### src/design/bdpl_pkg.sv
// Shared types and constants for the button debouncer with press lockout.
`timescale 1ns / 1ps
`default_nettype none

package bdpl_pkg;

    // Width of the millisecond timestamp.
    localparam int unsigned TS_W    = 32;
    // Width of the per-button bit fields on the ports.
    localparam int unsigned FIELD_W = 3;
    // Width of the configuration registers.
    localparam int unsigned CFG_W   = 16;
    // Width of the configuration register index.
    localparam int unsigned CFG_IDX_W = 2;

    // Configuration register indexes.
    localparam logic [CFG_IDX_W-1:0] CFG_DEBOUNCE = 2'd0;
    localparam logic [CFG_IDX_W-1:0] CFG_LOCKOUT  = 2'd1;

    // Reset values of the configuration registers.
    localparam logic [CFG_W-1:0] DEBOUNCE_RESET = 16'd40;
    localparam logic [CFG_W-1:0] LOCKOUT_RESET  = 16'd160;

    // What one lane reports for the current item.
    typedef struct packed {
        logic pulse;
        logic held;
    } t_lane_res;

endpackage

`default_nettype wire

### src/design/bdpl_lane.sv
// One button lane: raw change tracking, debounce settling and press lockout.
`timescale 1ns / 1ps
`default_nettype none

module bdpl_lane (
    input  wire logic                            i_clk,
    input  wire logic                            i_rst_n,
    input  wire logic                            i_accept,
    input  wire logic                            i_raw,
    input  wire logic [bdpl_pkg::TS_W-1:0]       i_now,
    input  wire logic [bdpl_pkg::CFG_W-1:0]      i_debounce,
    input  wire logic [bdpl_pkg::CFG_W-1:0]      i_lockout,
    output bdpl_pkg::t_lane_res                  o_res
);

    logic                      r_last_raw;
    logic                      r_stable;
    logic                      r_armed;
    logic [bdpl_pkg::TS_W-1:0] r_change_stamp;
    logic [bdpl_pkg::TS_W-1:0] r_press_stamp;

    logic                      raw_chg;
    logic                      held_long;
    logic                      settle;
    logic                      blocked;
    logic                      pulse;
    logic [bdpl_pkg::TS_W-1:0] since_chg;
    logic [bdpl_pkg::TS_W-1:0] since_press;

    // Work out whether the level settles and whether a press may pulse
    always_comb begin
        raw_chg     = i_raw != r_last_raw;
        since_chg   = i_now - r_change_stamp;
        since_press = i_now - r_press_stamp;
        // a fresh change has held for zero ms
        held_long   = raw_chg ? (i_debounce == '0)
                              : (since_chg >= bdpl_pkg::TS_W'(i_debounce));
        settle      = held_long && (i_raw != r_stable);
        blocked     = r_armed && (since_press < bdpl_pkg::TS_W'(i_lockout));
        pulse       = settle && i_raw && !blocked;
        o_res.pulse = pulse;
        o_res.held  = settle ? i_raw : r_stable;
    end

    // Advance lane state on each accepted item
    always_ff @(posedge i_clk) begin
        if (!i_rst_n) begin
            r_last_raw     <= 1'b0;
            r_stable       <= 1'b0;
            r_armed        <= 1'b0;
            r_change_stamp <= '0;
            r_press_stamp  <= '0;
        end else if (i_accept) begin
            r_last_raw <= i_raw;
            if (raw_chg) begin
                r_change_stamp <= i_now;
            end
            if (settle) begin
                r_stable <= i_raw;
            end
            if (pulse) begin
                r_press_stamp <= i_now;
                r_armed       <= 1'b1;
            end
        end
    end

endmodule

`default_nettype wire

### src/design/bdpl_merge.sv
// Merge of the lane results into output bit fields, with output and skid registers.
`timescale 1ns / 1ps
`default_nettype none

module bdpl_merge #(
    parameter int unsigned NUM_BUTTONS = 3
) (
    input  wire logic                                i_clk,
    input  wire logic                                i_rst_n,
    input  wire logic                                i_accept,
    input  wire bdpl_pkg::t_lane_res [NUM_BUTTONS-1:0] i_res,
    output logic                                     o_in_ready,
    output logic                                     o_out_valid,
    input  wire logic                                i_out_ready,
    output logic [bdpl_pkg::FIELD_W-1:0]             o_press_pulse_bits,
    output logic [bdpl_pkg::FIELD_W-1:0]             o_held_bits
);

    logic [bdpl_pkg::FIELD_W-1:0] pulse_bits;
    logic [bdpl_pkg::FIELD_W-1:0] held_bits;

    logic                         r_out_v;
    logic [bdpl_pkg::FIELD_W-1:0] r_out_pulse;
    logic [bdpl_pkg::FIELD_W-1:0] r_out_held;
    logic                         r_skid_v;
    logic [bdpl_pkg::FIELD_W-1:0] r_skid_pulse;
    logic [bdpl_pkg::FIELD_W-1:0] r_skid_held;

    // Gather lane bits; field bits with no lane read as released
    for (genvar g = 0; g < bdpl_pkg::FIELD_W; g++) begin : g_bits
        if (g < NUM_BUTTONS) begin : g_lane
            assign pulse_bits[g] = i_res[g].pulse;
            assign held_bits[g]  = i_res[g].held;
        end else begin : g_none
            assign pulse_bits[g] = 1'b0;
            assign held_bits[g]  = 1'b0;
        end
    end

    assign o_in_ready         = !r_skid_v;
    assign o_out_valid        = r_out_v;
    assign o_press_pulse_bits = r_out_pulse;
    assign o_held_bits        = r_out_held;

    // Hold the result; park a new item in the skid stage while the output stalls
    always_ff @(posedge i_clk) begin
        if (!i_rst_n) begin
            r_out_v  <= 1'b0;
            r_skid_v <= 1'b0;
        end else if (!r_out_v || i_out_ready) begin
            if (r_skid_v) begin
                r_out_v  <= 1'b1;
                r_skid_v <= 1'b0;
            end else begin
                r_out_v <= i_accept;
            end
        end else if (i_accept) begin
            r_skid_v <= 1'b1;
        end
    end

    // Payload moves alongside the valid bits
    always_ff @(posedge i_clk) begin
        if (!r_out_v || i_out_ready) begin
            if (r_skid_v) begin
                r_out_pulse <= r_skid_pulse;
                r_out_held  <= r_skid_held;
            end else if (i_accept) begin
                r_out_pulse <= pulse_bits;
                r_out_held  <= held_bits;
            end
        end else if (i_accept) begin
            r_skid_pulse <= pulse_bits;
            r_skid_held  <= held_bits;
        end
    end

endmodule

`default_nettype wire

### src/design/button_debounce_with_press_lockout_core.sv
// Top level of the button debouncer with press lockout: config, lanes and merge.
//
//  channel | valid       | ready        | payload
//  --------+-------------+--------------+-------------------------------------------
//  input   | i_in_valid  | o_in_ready   | i_now_ms[31:0], i_raw_pressed_bits[2:0]
//  output  | o_out_valid | i_out_ready  | o_press_pulse_bits[2:0], o_held_bits[2:0]
//  config  | i_cfg_valid | o_cfg_ready  | i_cfg_index[1:0], i_cfg_data[15:0]
//
//  One item is taken every clock while o_in_ready is high; its result is registered.
//  Each lane settles its level with one subtract and compare against the change stamp.
//  An output register plus a one-entry skid register keep input acceptance going
//  for one item while the output stalls; o_in_ready drops only when both are full.
//  Synchronous active-low reset: levels released, lockout disarmed, timings 40/160 ms.
`timescale 1ns / 1ps
`default_nettype none

module button_debounce_with_press_lockout_core #(
    parameter int unsigned NUM_BUTTONS = 3
) (
    input  wire logic                                i_clk,
    input  wire logic                                i_rst_n,
    input  wire logic                                i_in_valid,
    output logic                                     o_in_ready,
    input  wire logic [bdpl_pkg::TS_W-1:0]           i_now_ms,
    input  wire logic [bdpl_pkg::FIELD_W-1:0]        i_raw_pressed_bits,
    output logic                                     o_out_valid,
    input  wire logic                                i_out_ready,
    output logic [bdpl_pkg::FIELD_W-1:0]             o_press_pulse_bits,
    output logic [bdpl_pkg::FIELD_W-1:0]             o_held_bits,
    input  wire logic                                i_cfg_valid,
    output logic                                     o_cfg_ready,
    input  wire logic [bdpl_pkg::CFG_IDX_W-1:0]      i_cfg_index,
    input  wire logic [bdpl_pkg::CFG_W-1:0]          i_cfg_data
);

    logic                                 accept;
    logic [bdpl_pkg::CFG_W-1:0]           r_debounce;
    logic [bdpl_pkg::CFG_W-1:0]           r_lockout;
    bdpl_pkg::t_lane_res [NUM_BUTTONS-1:0] lane_res;

    assign accept      = i_in_valid && o_in_ready;
    assign o_cfg_ready = 1'b1;

    // Write configuration registers; unknown indexes drop the write
    always_ff @(posedge i_clk) begin
        if (!i_rst_n) begin
            r_debounce <= bdpl_pkg::DEBOUNCE_RESET;
            r_lockout  <= bdpl_pkg::LOCKOUT_RESET;
        end else if (i_cfg_valid) begin
            unique case (i_cfg_index)
                bdpl_pkg::CFG_DEBOUNCE: r_debounce <= i_cfg_data;
                bdpl_pkg::CFG_LOCKOUT:  r_lockout  <= i_cfg_data;
                default: ;
            endcase
        end
    end

    // One lane per button; lanes past the field width see released
    for (genvar g = 0; g < NUM_BUTTONS; g++) begin : g_lane
        logic lane_raw;
        if (g < bdpl_pkg::FIELD_W) begin : g_pin
            assign lane_raw = i_raw_pressed_bits[g];
        end else begin : g_idle
            assign lane_raw = 1'b0;
        end

        bdpl_lane u_lane (
            .i_clk      (i_clk),
            .i_rst_n    (i_rst_n),
            .i_accept   (accept),
            .i_raw      (lane_raw),
            .i_now      (i_now_ms),
            .i_debounce (r_debounce),
            .i_lockout  (r_lockout),
            .o_res      (lane_res[g])
        );
    end

    bdpl_merge #(
        .NUM_BUTTONS (NUM_BUTTONS)
    ) u_merge (
        .i_clk              (i_clk),
        .i_rst_n            (i_rst_n),
        .i_accept           (accept),
        .i_res              (lane_res),
        .o_in_ready         (o_in_ready),
        .o_out_valid        (o_out_valid),
        .i_out_ready        (i_out_ready),
        .o_press_pulse_bits (o_press_pulse_bits),
        .o_held_bits        (o_held_bits)
    );

`ifndef SYNTH
    // Input back-pressure only ever comes from a stalled, full output side
    a_ready_low_needs_output : assert property (@(posedge i_clk) disable iff (!i_rst_n)
        !o_in_ready |-> o_out_valid)
        else $error("input stalled with no pending result");

    // An accepted item always leaves a result behind it
    a_accept_gives_result : assert property (@(posedge i_clk) disable iff (!i_rst_n)
        accept |=> o_out_valid)
        else $error("accepted item produced no result");

    // A press pulse only comes with a held level
    a_pulse_implies_held : assert property (@(posedge i_clk) disable iff (!i_rst_n)
        o_out_valid |-> ((o_press_pulse_bits & ~o_held_bits) == '0))
        else $error("press pulse on a released button");
`endif

endmodule

`default_nettype wire
### config.mk
export PLATFORM = sky130hd
export DESIGN_NAME = button_debounce_with_press_lockout_core
export DESIGN_NICKNAME = d
export VERILOG_FILES = /design/src/design/bdpl_pkg.sv /design/src/design/bdpl_lane.sv /design/src/design/bdpl_merge.sv /design/src/design/button_debounce_with_press_lockout_core.sv
export SDC_FILE = /design/constraint.sdc
export NUM_CORES = 1
export LEC_CHECK = 0
export BUFFER_PORTS_ARGS = -buffer_cell sky130_fd_sc_hd__buf_4
export CORE_AREA = 2 2 191 231
export DETAILED_ROUTE_END_ITERATION = 8
export DIE_AREA = 0 0 193 233
export PLACE_DENSITY = 0.71
export SKIP_CTS_REPAIR_TIMING = 1
export SKIP_LAST_GASP = 1
export SYNTH_ARGS = -nofsm -noshare
export SYNTH_HDL_FRONTEND = slang
export SYNTH_SLANG_ARGS = --single-unit
export TNS_END_PERCENT = 100
### constraint.sdc
create_clock -name i_clk -period 8.9 [get_ports i_clk]
set_input_delay 2.225 -clock i_clk [delete_from_list [all_inputs] [get_ports i_clk]]
set_output_delay 2.225 -clock i_clk [all_outputs]
set_load 0.05 [all_outputs]
After elaboration in Yosys (flattened, before gate mapping)
Cells that the tools add are included.

storage, ports and cells
  register bits = 247
  latch bits = 0
  RAM bits = 0
  memory bits (read-only) = 0
  bits of input ports = 58
  memories = 0

cells by class
  add/sub/neg operators = 6
  multiply operators = 0
  div/mod/pow operators = 0
  $lt $le $gt $ge = 6
  equal/unequal tests = 7
  shift operators = 0
  muxes and demuxes = 11
  bitwise gates (word level) = 2
  reduce and logical (&&, ||, !) cells = 33

operator list
  operator                                        number
  subtractor 32 bit                               6
  greater-or-equal comparator 32 x 16 -> 1 bit    3
  < comparator 32 x 16 -> 1 bit                   3
  AND reduction 2 bit                             10
  logical NOT 16 bit                              1
  logical AND 1 bit                               13
  two-way mux 3 bit                               4
  two-way mux 1 bit                               7
  != test 1 bit                                   6
  logical NOT 1 bit                               5
  == test 2 x 1 -> 1 bit (second input constant)  1
  logical NOT 2 bit                               1
  inverter 1 bit                                  2
  nonzero test 2 bit                              1
  OR reduction 2 bit                              1
  logical OR 1 bit                                1

Logic depth before layout (Yosys ltp)
Gate-level depths: netlist (run 1).

  depth in word-level cells = 8
  mapped depth = 25

Modules after synthesis
A second synthesis (run 1) with hierarchy kept.

second synthesis, totals
  cell total of the unflattened synthesis = 3183
  area total of the unflattened synthesis = 23771.5 sq um

modules (own cells, without submodules)
  module                                   times used  cells an instance  area an instance (sq um)  sequential area each (sq um)
  bdpl_lane (g_lane[2].u_lane)             1           1050               7551.0                    1341.3
  bdpl_lane (g_lane[1].u_lane)             1           994                7249.5                    1341.3
  bdpl_lane (g_lane[0].u_lane)             1           982                7148.1                    1341.3
  button_debounce_with_press_lockout_core  1           129                1277.5                    640.6
  bdpl_merge                               1           28                 545.5                     400.4

Least setup slack after synthesis (run 1)
No wires, ideal clock.

  path kind = input-to-reg
  from = input port i_now_ms[0] (netlist bit)
  to = register u_merge.r_out_held (netlist bit u_merge.o_held_bits[2]) (data pin)
  library setup time = 260 ps
  arrival = 6280 ps
  data required time = 8640 ps
  slack = 2360 ps
  cell stages on the path = 20
  path buffers = 0
  path through = inv_1 > ha_1 > fa_1 > nand2b_1 > a21oi_1 > o21ai_0 > nor2b_1 > o21ai_0 > xor2_1 > ha_1 > nor2b_1 > o21ai_0 > o21ai_0 > nor4_1 > nand4_1 > a2111oi_2 > nand4_1 > o41ai_2 > mux2_2 > mux2_2

RTL lines
  item                  RTL line                                       source
  from (decl)           button_debounce_with_press_lockout_core.sv:24  input wire logic [bdpl_pkg::TS_W-1:0] i_now_ms,
  to (signal assigned)  bdpl_merge.sv:67                               r_out_held <= r_skid_held;
  to (signal assigned)  bdpl_merge.sv:70                               r_out_held <= held_bits;
  to (decl)             bdpl_merge.sv:24                               logic [bdpl_pkg::FIELD_W-1:0] r_out_held;

Worst setup path in the final report (run 1)
  from = input port i_now_ms[0] (netlist bit)
  to = register g_lane[2].u_lane.r_press_stamp[7] (netlist bit)

between the ends
  longest elaborated chain between the ends = 7
  elaborated cells on any way between the ends = 11

ends and longest elaborated chain
  item                                          RTL line         source
  subtractor 32 bit                             bdpl_lane.sv:33  since_chg = i_now - r_change_stamp;
  greater-or-equal comparator 32 x 16 -> 1 bit  bdpl_lane.sv:37  : (since_chg >= bdpl_pkg::TS_W'(i_debounce));
  two-way mux 1 bit                             bdpl_lane.sv:36  held_long = raw_chg ? (i_debounce == '0)
  logical AND 1 bit                             bdpl_lane.sv:38  settle = held_long && (i_raw != r_stable);
  logical AND 1 bit                             bdpl_lane.sv:40  pulse = settle && i_raw && !blocked;
  logical AND 1 bit *                           bdpl_lane.sv:40
  AND reduction 2 bit (no source line) *        n/a
  to (signal assigned)                          bdpl_lane.sv:62  r_press_stamp <= i_now;
  to (decl)                                     bdpl_lane.sv:20  logic [bdpl_pkg::TS_W-1:0] r_press_stamp;

Mark *: on every way between the ends. The rest lies on a longest branch, timed or not.
A chain may end at the register's enable or synchronous reset.

==> results of run 1 <==
-- state kept, by name, indices dropped and copies added, names as in the netlist, 16 cells and up --
register	flops
r_debounce	16
g_lane.u_lane.r_change_stamp	96
r_lockout	16
g_lane.u_lane.r_press_stamp	96
-- stage by stage --
stage          setup WS, ns  power (mW)
3_5_place_dp          0.978        2.61
4_1_cts                1.56        3.79
3_3_place_gp           1.12        2.59
5_1_grt                1.18        4.01
6_report               1.37        3.81
2_1_floorplan          2.36        2.24
-- kinds of logic after synthesis --
| kind of cell | share of synthesized area [%] |
|---|---|
| AO/OA/AOI/OAI | 24.0 |
| XOR/XNOR | 4.82 |
| buffers and inverters | 7.45 |
| flip-flops | 21.8 |
| other | 0.0161 |
| AND/OR/NAND/NOR | 21.1 |
| adder cells (fa/ha/maj) | 15.5 |
| multiplexers | 5.33 |
-- area by class of cell --
| type | instances | area, um^2 | share of cell area (%) |
|---|---|---|---|
| Clock buffer | 32 | 736 | 2.98 |
| Sequential cell | 247 | 5060 | 20.5 |
| Clock inverter | 16 | 184 | 0.745 |
| Multi-Input combinational cell | 2485 | 16500 | 66.6 |
| Tap cell | 552 | 691 | 2.80 |
| Timing Repair Buffer | 75 | 563 | 2.28 |
| Inverter | 268 | 1010 | 4.08 |
-- layer usage --
layer  global-route usage [%]  routed length, um
met1                     38.4              30400
met2                     60.3              37600
met3                     4.43               4000
met4                     22.8               5880
met5                        0                  0
-- worst register-to-register path, delay by kind of cell, from the launching register on --
family	cells	cell delay (ns)
compound gates	7	2.29
xor+xnor	1	0.22
fa+ha+maj	2	0.64
buf+inv	2	0.54
flops	1	0.34
mux	1	0.29
simple gates	5	1.45
-- how the worst max path moves through the flow --
stage	end	slack [ns]	cells past startpoint
after floorplan	u_merge.o_held_bits[2]	2.36	20
after global placement	g_lane[2].u_lane.r_press_stamp[4]	1.12	21
final	g_lane[2].u_lane.r_press_stamp[7]	1.37	21
after detailed placement	g_lane[2].u_lane.r_press_stamp[7]	0.98	21
after CTS	g_lane[2].u_lane.r_press_stamp[7]	1.56	21
after global routing	g_lane[2].u_lane.r_press_stamp[9]	1.18	22
-- power groups by stage --
stage	clock network, mW	logic, mW	registers [mW]
2_1_floorplan	0	1.01	1.23
3_3_place_gp	0	1.36	1.22
3_5_place_dp	0	1.39	1.22
4_1_cts	1.19	1.40	1.20
5_1_grt	1.23	1.57	1.21
6_report	1.18	1.42	1.20
-- cells in the final DEF (no fill, tap or decap), types with 23 or more instances in the layout --
master	count
a211oi_1	35
nor2_1	157
xor2_1	52
o211ai_1	33
dfxtp_1	235
o21ai_0	121
nand3_1	50
buf_4	75
inv_1	266
clkbuf_16	28
nand2b_1	27
nor4_1	27
xnor2_1	76
ha_1	279
o21bai_1	23
o21a_1	44
nand2_1	579
a21o_1	64
a21oi_1	354
nor3_1	36
a31oi_1	26
mux2i_1	108
nand4_1	76
==> run_results.csv, run 1 <==
group,metric,value,unit
synth,synth-seq-cells,247,
synth,synth_area_leaders,"dfxtp_1 20%, ha_1 15%, nand2_1 9.4%",
clocking,numCtsBuffers,26,
grt,grt_pass1_vias,22200,
synth,synth.most_common_cell,"nand2_1",
route,vias_per_cell,6.23,
worst_setup_path,arrival,8.02,ns
synth,yosysSeqAreaShare,21.8,%
synth,syn_nets,3490,
route,drt_iter0_drc,1382,
timing,slew_violations,0,
worst_setup_path,crit_path_start_kind,"input pin",
timing,fin_skew,0.0166,ns
synth,synth_edf_count,12,
worst_setup_path,required,9.39,ns
worst_setup_path,path_max_fanout,33,
route,antenna_left,0,
synth,synth.avg_cell_area,7.39,um^2
finish,n_fill_cell,3997,
power_and_ir_drop,p_seq_share,31.5,%
status,outcome,"finished, final reports clean",
route,via_count,22900,
floorplanning,die_h,233,um
floorplanning,rows,83,
grt,grt_max_degree,82,
synth,synth_top_area_share,20.2,%
route,wl_per_cell,21.2,um
timing,fin_crit_sh,84.6,%
worst_setup_path,worst_setup_path_end_kind,"flop",
clocking,clk_latency,0.57,ns
power_and_ir_drop,switching_share,37.4,%
synth,yosysTopAreaCell,"dfxtp_1",
grt,antenna_found_initial,0,
timing,rsz0062_at_grt,"false",
synth,synth_cell_types,93,
synth,yosys-top-cells-count,"579 x nand2_1, 354 x a21oi_1, 279 x ha_1, 266 x inv_1, 235 x dfxtp_1",
timing,tightest_slew,1.21,ns
synth,yosys_warnings,0,
grt,grt_pass1_wl,120000,um
grt,grt_overflow_total,0,
floorplanning,initial_utilization,54.6,%
worst_setup_path,cp_slowest_cell,"a221oi_1",
clocking,root_buffer,"clkbuf_16",
worst_setup_path,r2r_end,"g_lane[2].u_lane.r_press_stamp[7]",
worst_setup_path,startpoint,"i_now_ms[0]",
worst_hold_path,min_to,"g_lane[0].u_lane.r_change_stamp[24]",
floorplanning,ios,67,
placed_design,placed_cell_area,0.0238,mm^2
clocking,path_clk_slew,0.06,ns
worst_setup_path,critical-path-max-stage-delay,0.75,ns
route,wl,77800,um
finish,diodes,0,
worst_hold_path,min_from,"g_lane[0].u_lane.r_change_stamp[24]",
worst_setup_path,reg2reg_from,"g_lane[2].u_lane.r_press_stamp[4]",
worst_hold_path,min_delay_path_depth,2,
floorplanning,die-width,193,um
timing,hold_ws,0.454,ns
worst_setup_path,cp.buffers_inverters,4,
grt,grt_usage,34.3,%
placed_design,placedCellCount,3627,
finish,final_nets,3446,
route,drc,0,
route,firstDrtPassIters,5,
worst_setup_path,critPathKind,"in -> reg",
clocking,cts_sinks,247,
clocking,cts_tree,"done",
timing,fmax,133,MHz
floorplanning,dieArea,0.0450,mm^2
finish,fin_util,58.0,%
synth,syn_area,0.0232,mm^2
power_and_ir_drop,p_switching,1.42,mW
power_and_ir_drop,internal_power,2.38,mW
worst_setup_path,cpLargestDelayFamily,"compound AO/OA/AOI/OAI gates",
worst_setup_path,r2r_setup_slack,3.04,ns
timing,post-route-min-period,7.53,ns
finish,drive_gt1_share,5.48,%
run,drv_cap,0,
power_and_ir_drop,leakage,9.82,nW
synth,synth_cells,3147,
finish,final_cells,3675,
synth,async_flop_share,0,%
timing,finalSetupTns,0,ns
power_and_ir_drop,ir_drop,0.170,mV
power_and_ir_drop,powerDensity,154,mW/mm^2
worst_hold_path,hp-class,"reg -> reg",
finish,fin_area,0.0247,mm^2
placed_design,gp_congestion,1.01,
power_and_ir_drop,combPwrFrac,37.4,%
timing,setup_violations,0,
clocking,htreeDepth,1,
timing,slew_headroom,19.0,%
worst_setup_path,rr_worst_depth,18,
power_and_ir_drop,clkPwrFrac,31.1,%
placed_design,port_buffers,65,
worst_setup_path,crit_chain,"buf_4 > inv_1 > ha_1 > inv_1 > fa_1 > a21o_1 > a221oi_1 > o21ai_0 > xor2_1 > ha_1 > a21oi_1 > nand2_1 > a221oi_1 > a21oi_1 > nor4_1 > o2111ai_1 > nor4_1 > a311oi_1 > nand3b_1 > buf_4 > mux2i_1",
synth,synth_flop_cell,"dfxtp_1",
clocking,clock_path_buffers,3,
placed_design,place.detailed.hpwl,60100,um
finish,syn2layout_area_growth,6.27,%
floorplanning,core,0.0426,mm^2
timing,hold_viol,0,
(Power assumes the default switching activity.)
==> run 2, diff against run 1 <==
==> constraint.sdc (replaced) <==
create_clock -name i_clk -period 7 [get_ports i_clk]
set_input_delay 1.75 -clock i_clk [delete_from_list [all_inputs] [get_ports i_clk]]
set_output_delay 1.75 -clock i_clk [all_outputs]
set_load 0.05 [all_outputs]
==> run 2 against run 1 <==
Register-to-register slack got worse by 1.5 ns. Die area is the same. Critical path depth unchanged. Combinational power grew 30%. Routed wire length about the same. Clock power increased by 43%. Via count grew 0.58%. Total power grew 33%. Critical path type unchanged.
==> run_results.csv, run 2 (same netlist as run 1, synthesis figures left out) <==
group,metric,value,unit
floorplanning,die-width,193,um
worst_setup_path,arrival,7.01,ns
power_and_ir_drop,ir_drop,0.262,mV
finish,diodes,0,
grt,grt_overflow_total,0,
timing,rsz0062_at_grt,"false",
floorplanning,ios,67,
worst_hold_path,hp-class,"reg -> reg",
finish,n_fill_cell,3990,
timing,finalSetupTns,0,ns
finish,drive_gt1_share,6.28,%
worst_hold_path,min_delay_path_depth,2,
floorplanning,initial_utilization,54.6,%
floorplanning,die_h,233,um
power_and_ir_drop,leakage,10.0,nW
worst_setup_path,r2r_end,"g_lane[1].u_lane.r_press_stamp[28]",
clocking,root_buffer,"clkbuf_16",
grt,use_met2,61.5,%
timing,post-route-min-period,6.59,ns
power_and_ir_drop,powerDensity,202,mW/mm^2
clocking,clock_path_buffers,3,
grt,antenna_found_initial,0,
clocking,clk_latency,0.57,ns
floorplanning,core,0.0426,mm^2
placed_design,place_ws,-0.0191,ns
route,antenna_left,0,
clocking,path_clk_slew,0.06,ns
grt,grt_pass1_wl,120000,um
timing,tightest_slew,1.15,ns
route,firstDrtPassIters,5,
finish,final_cells,3703,
worst_setup_path,r2r_setup_slack,1.52,ns
floorplanning,dieArea,0.0450,mm^2
grt,grt_max_degree,82,
floorplanning,rows,83,
timing,fin_skew,0.0305,ns
power_and_ir_drop,combPwrFrac,36.4,%
grt,grt_util_met1,39.0,%
timing,slew_headroom,23.1,%
timing,slew_violations,0,
clocking,cts_tree,"done",
clocking,cts_sinks,247,
route,drc,0,
timing,layout_setup_ws,0.412,ns
finish,final_cell_mix,"579 x nand2_1, 354 x a21oi_1, 279 x ha_1, 266 x inv_1, 235 x dfxtp_1",
run,drv_cap,0,
route,drt_iter0_drc,1529,
timing,hold_ws,0.452,ns
worst_hold_path,min_to,"g_lane[0].u_lane.r_armed",
worst_setup_path,crit_path_start_kind,"input pin",
worst_setup_path,worst_setup_path_end_kind,"flop",
power_and_ir_drop,p_total,5.06,mW
worst_setup_path,required,7.42,ns
finish,syn2layout_area_growth,7.80,%
clocking,numCtsBuffers,27,
worst_setup_path,path_max_fanout,9,
worst_setup_path,reg2reg_from,"g_lane[1].u_lane.r_press_stamp[4]",
power_and_ir_drop,p_seq_share,30.2,%
route,vias_per_cell,6.22,
timing,fin_crit_sh,94.1,%
finish,layout_commonest_cell,"nand2_1",
route,wl,77800,um
worst_hold_path,min_from,"g_lane[0].u_lane.r_armed",
clocking,htreeDepth,1,
timing,hold_viol,0,
placed_design,placedCellCount,3654,
grt,grtUsageMet3,3.41,%
grt,grt_usage,34.0,%
timing,fmax,152,MHz
worst_setup_path,critPathKind,"in -> reg",
worst_setup_path,rr_worst_depth,22,
grt,grt_pass1_vias,22400,
placed_design,place.detailed.hpwl,60600,um
power_and_ir_drop,p_switching,1.81,mW
power_and_ir_drop,internal_power,3.25,mW
timing,setup_violations,0,
placed_design,gp_congestion,1.10,
route,via_count,23000,
finish,reg.largest.list,"g_lane.u_lane.r_change_stamp (96), g_lane.u_lane.r_press_stamp (96)",
power_and_ir_drop,clkPwrFrac,33.4,%
power_and_ir_drop,switching_share,35.8,%
placed_design,port_buffers,65,
finish,final_nets,3474,
grt,grt-busiest-layer,"met2",
status,outcome,"finished, final reports clean",
route,wl_per_cell,21.0,um
run 2: cell count changes in the layout (fill, tap and decap cells not counted), sizes merged:
cell	change
bufinv	+6
clkinv	-5
buf	+27
run 2: area by class of cell:
cell class	instances	area [um^2]	area share, %
multi-input cells	2485	16500	65.7
flip-flops and latches	247	5060	20.2
inverters	268	1010	4.02
repair buffers	102	803	3.21
clock buffers	32	714	2.85
well taps	552	691	2.76
clock inverters	17	320	1.28
run 2: worst max-delay path by stage:
stage	startpoint	to
after global routing	i_now_ms[0]	u_merge.o_held_bits[0]
after detailed placement	i_now_ms[0]	g_lane[1].u_lane.r_press_stamp[28]
final	i_now_ms[0]	g_lane[1].u_lane.r_press_stamp[28]
after CTS	i_now_ms[0]	g_lane[1].u_lane.r_press_stamp[28]
after global placement	i_now_ms[0]	u_merge.o_held_bits[2]
after floorplan	i_now_ms[0]	u_merge.o_held_bits[2]
run 2: through the flow:
step / utilization (%) / instance area (um^2)
after global routing: 58.8 / 25100
after CTS: 58.8 / 25100
final: 58.8 / 25100
after detailed placement: 56.4 / 24000
after floorplan: - / 23200
after global placement: 56.4 / 24000
run 2: critical path, cell delays in order:
cell	delay, ns
buf_4	0.12
inv_1	0.15
ha_1	0.27
fa_1	0.41
nand2b_1	0.18
a21oi_1	0.22
o21ai_0	0.23
o31ai_1	0.49
xor2_1	0.20
ha_1	0.25
nand4_1	0.14
nor3_1	0.09
a2111oi_0	0.36
and4_1	0.26
o2111ai_1	0.12
nor4_1	0.41
nand4b_1	0.36
and4_1	0.32
and2_2	0.29
buf_4	0.23
mux2i_1	0.13
run 2: power by group through the flow:
stage	clock (mW)	sequential, mW	combinational (mW)
6_report	1.69	1.53	1.84
5_1_grt	1.75	1.53	2.03
4_1_cts	1.70	1.53	1.81
3_5_place_dp	0	1.56	1.80
3_3_place_gp	0	1.55	1.76
2_1_floorplan	0	1.56	1.29
run 2: per-layer routing:
layer / routed length, um / part of all wire, % / up-vias
met1: 30400 / 39 / 10900
met4: 4590 / 5.9 / 0
met2: 38900 / 50 / 785
met5: 0 / 0 / -
li1: - / - / 11100
met3: 3880 / 5.0 / 252
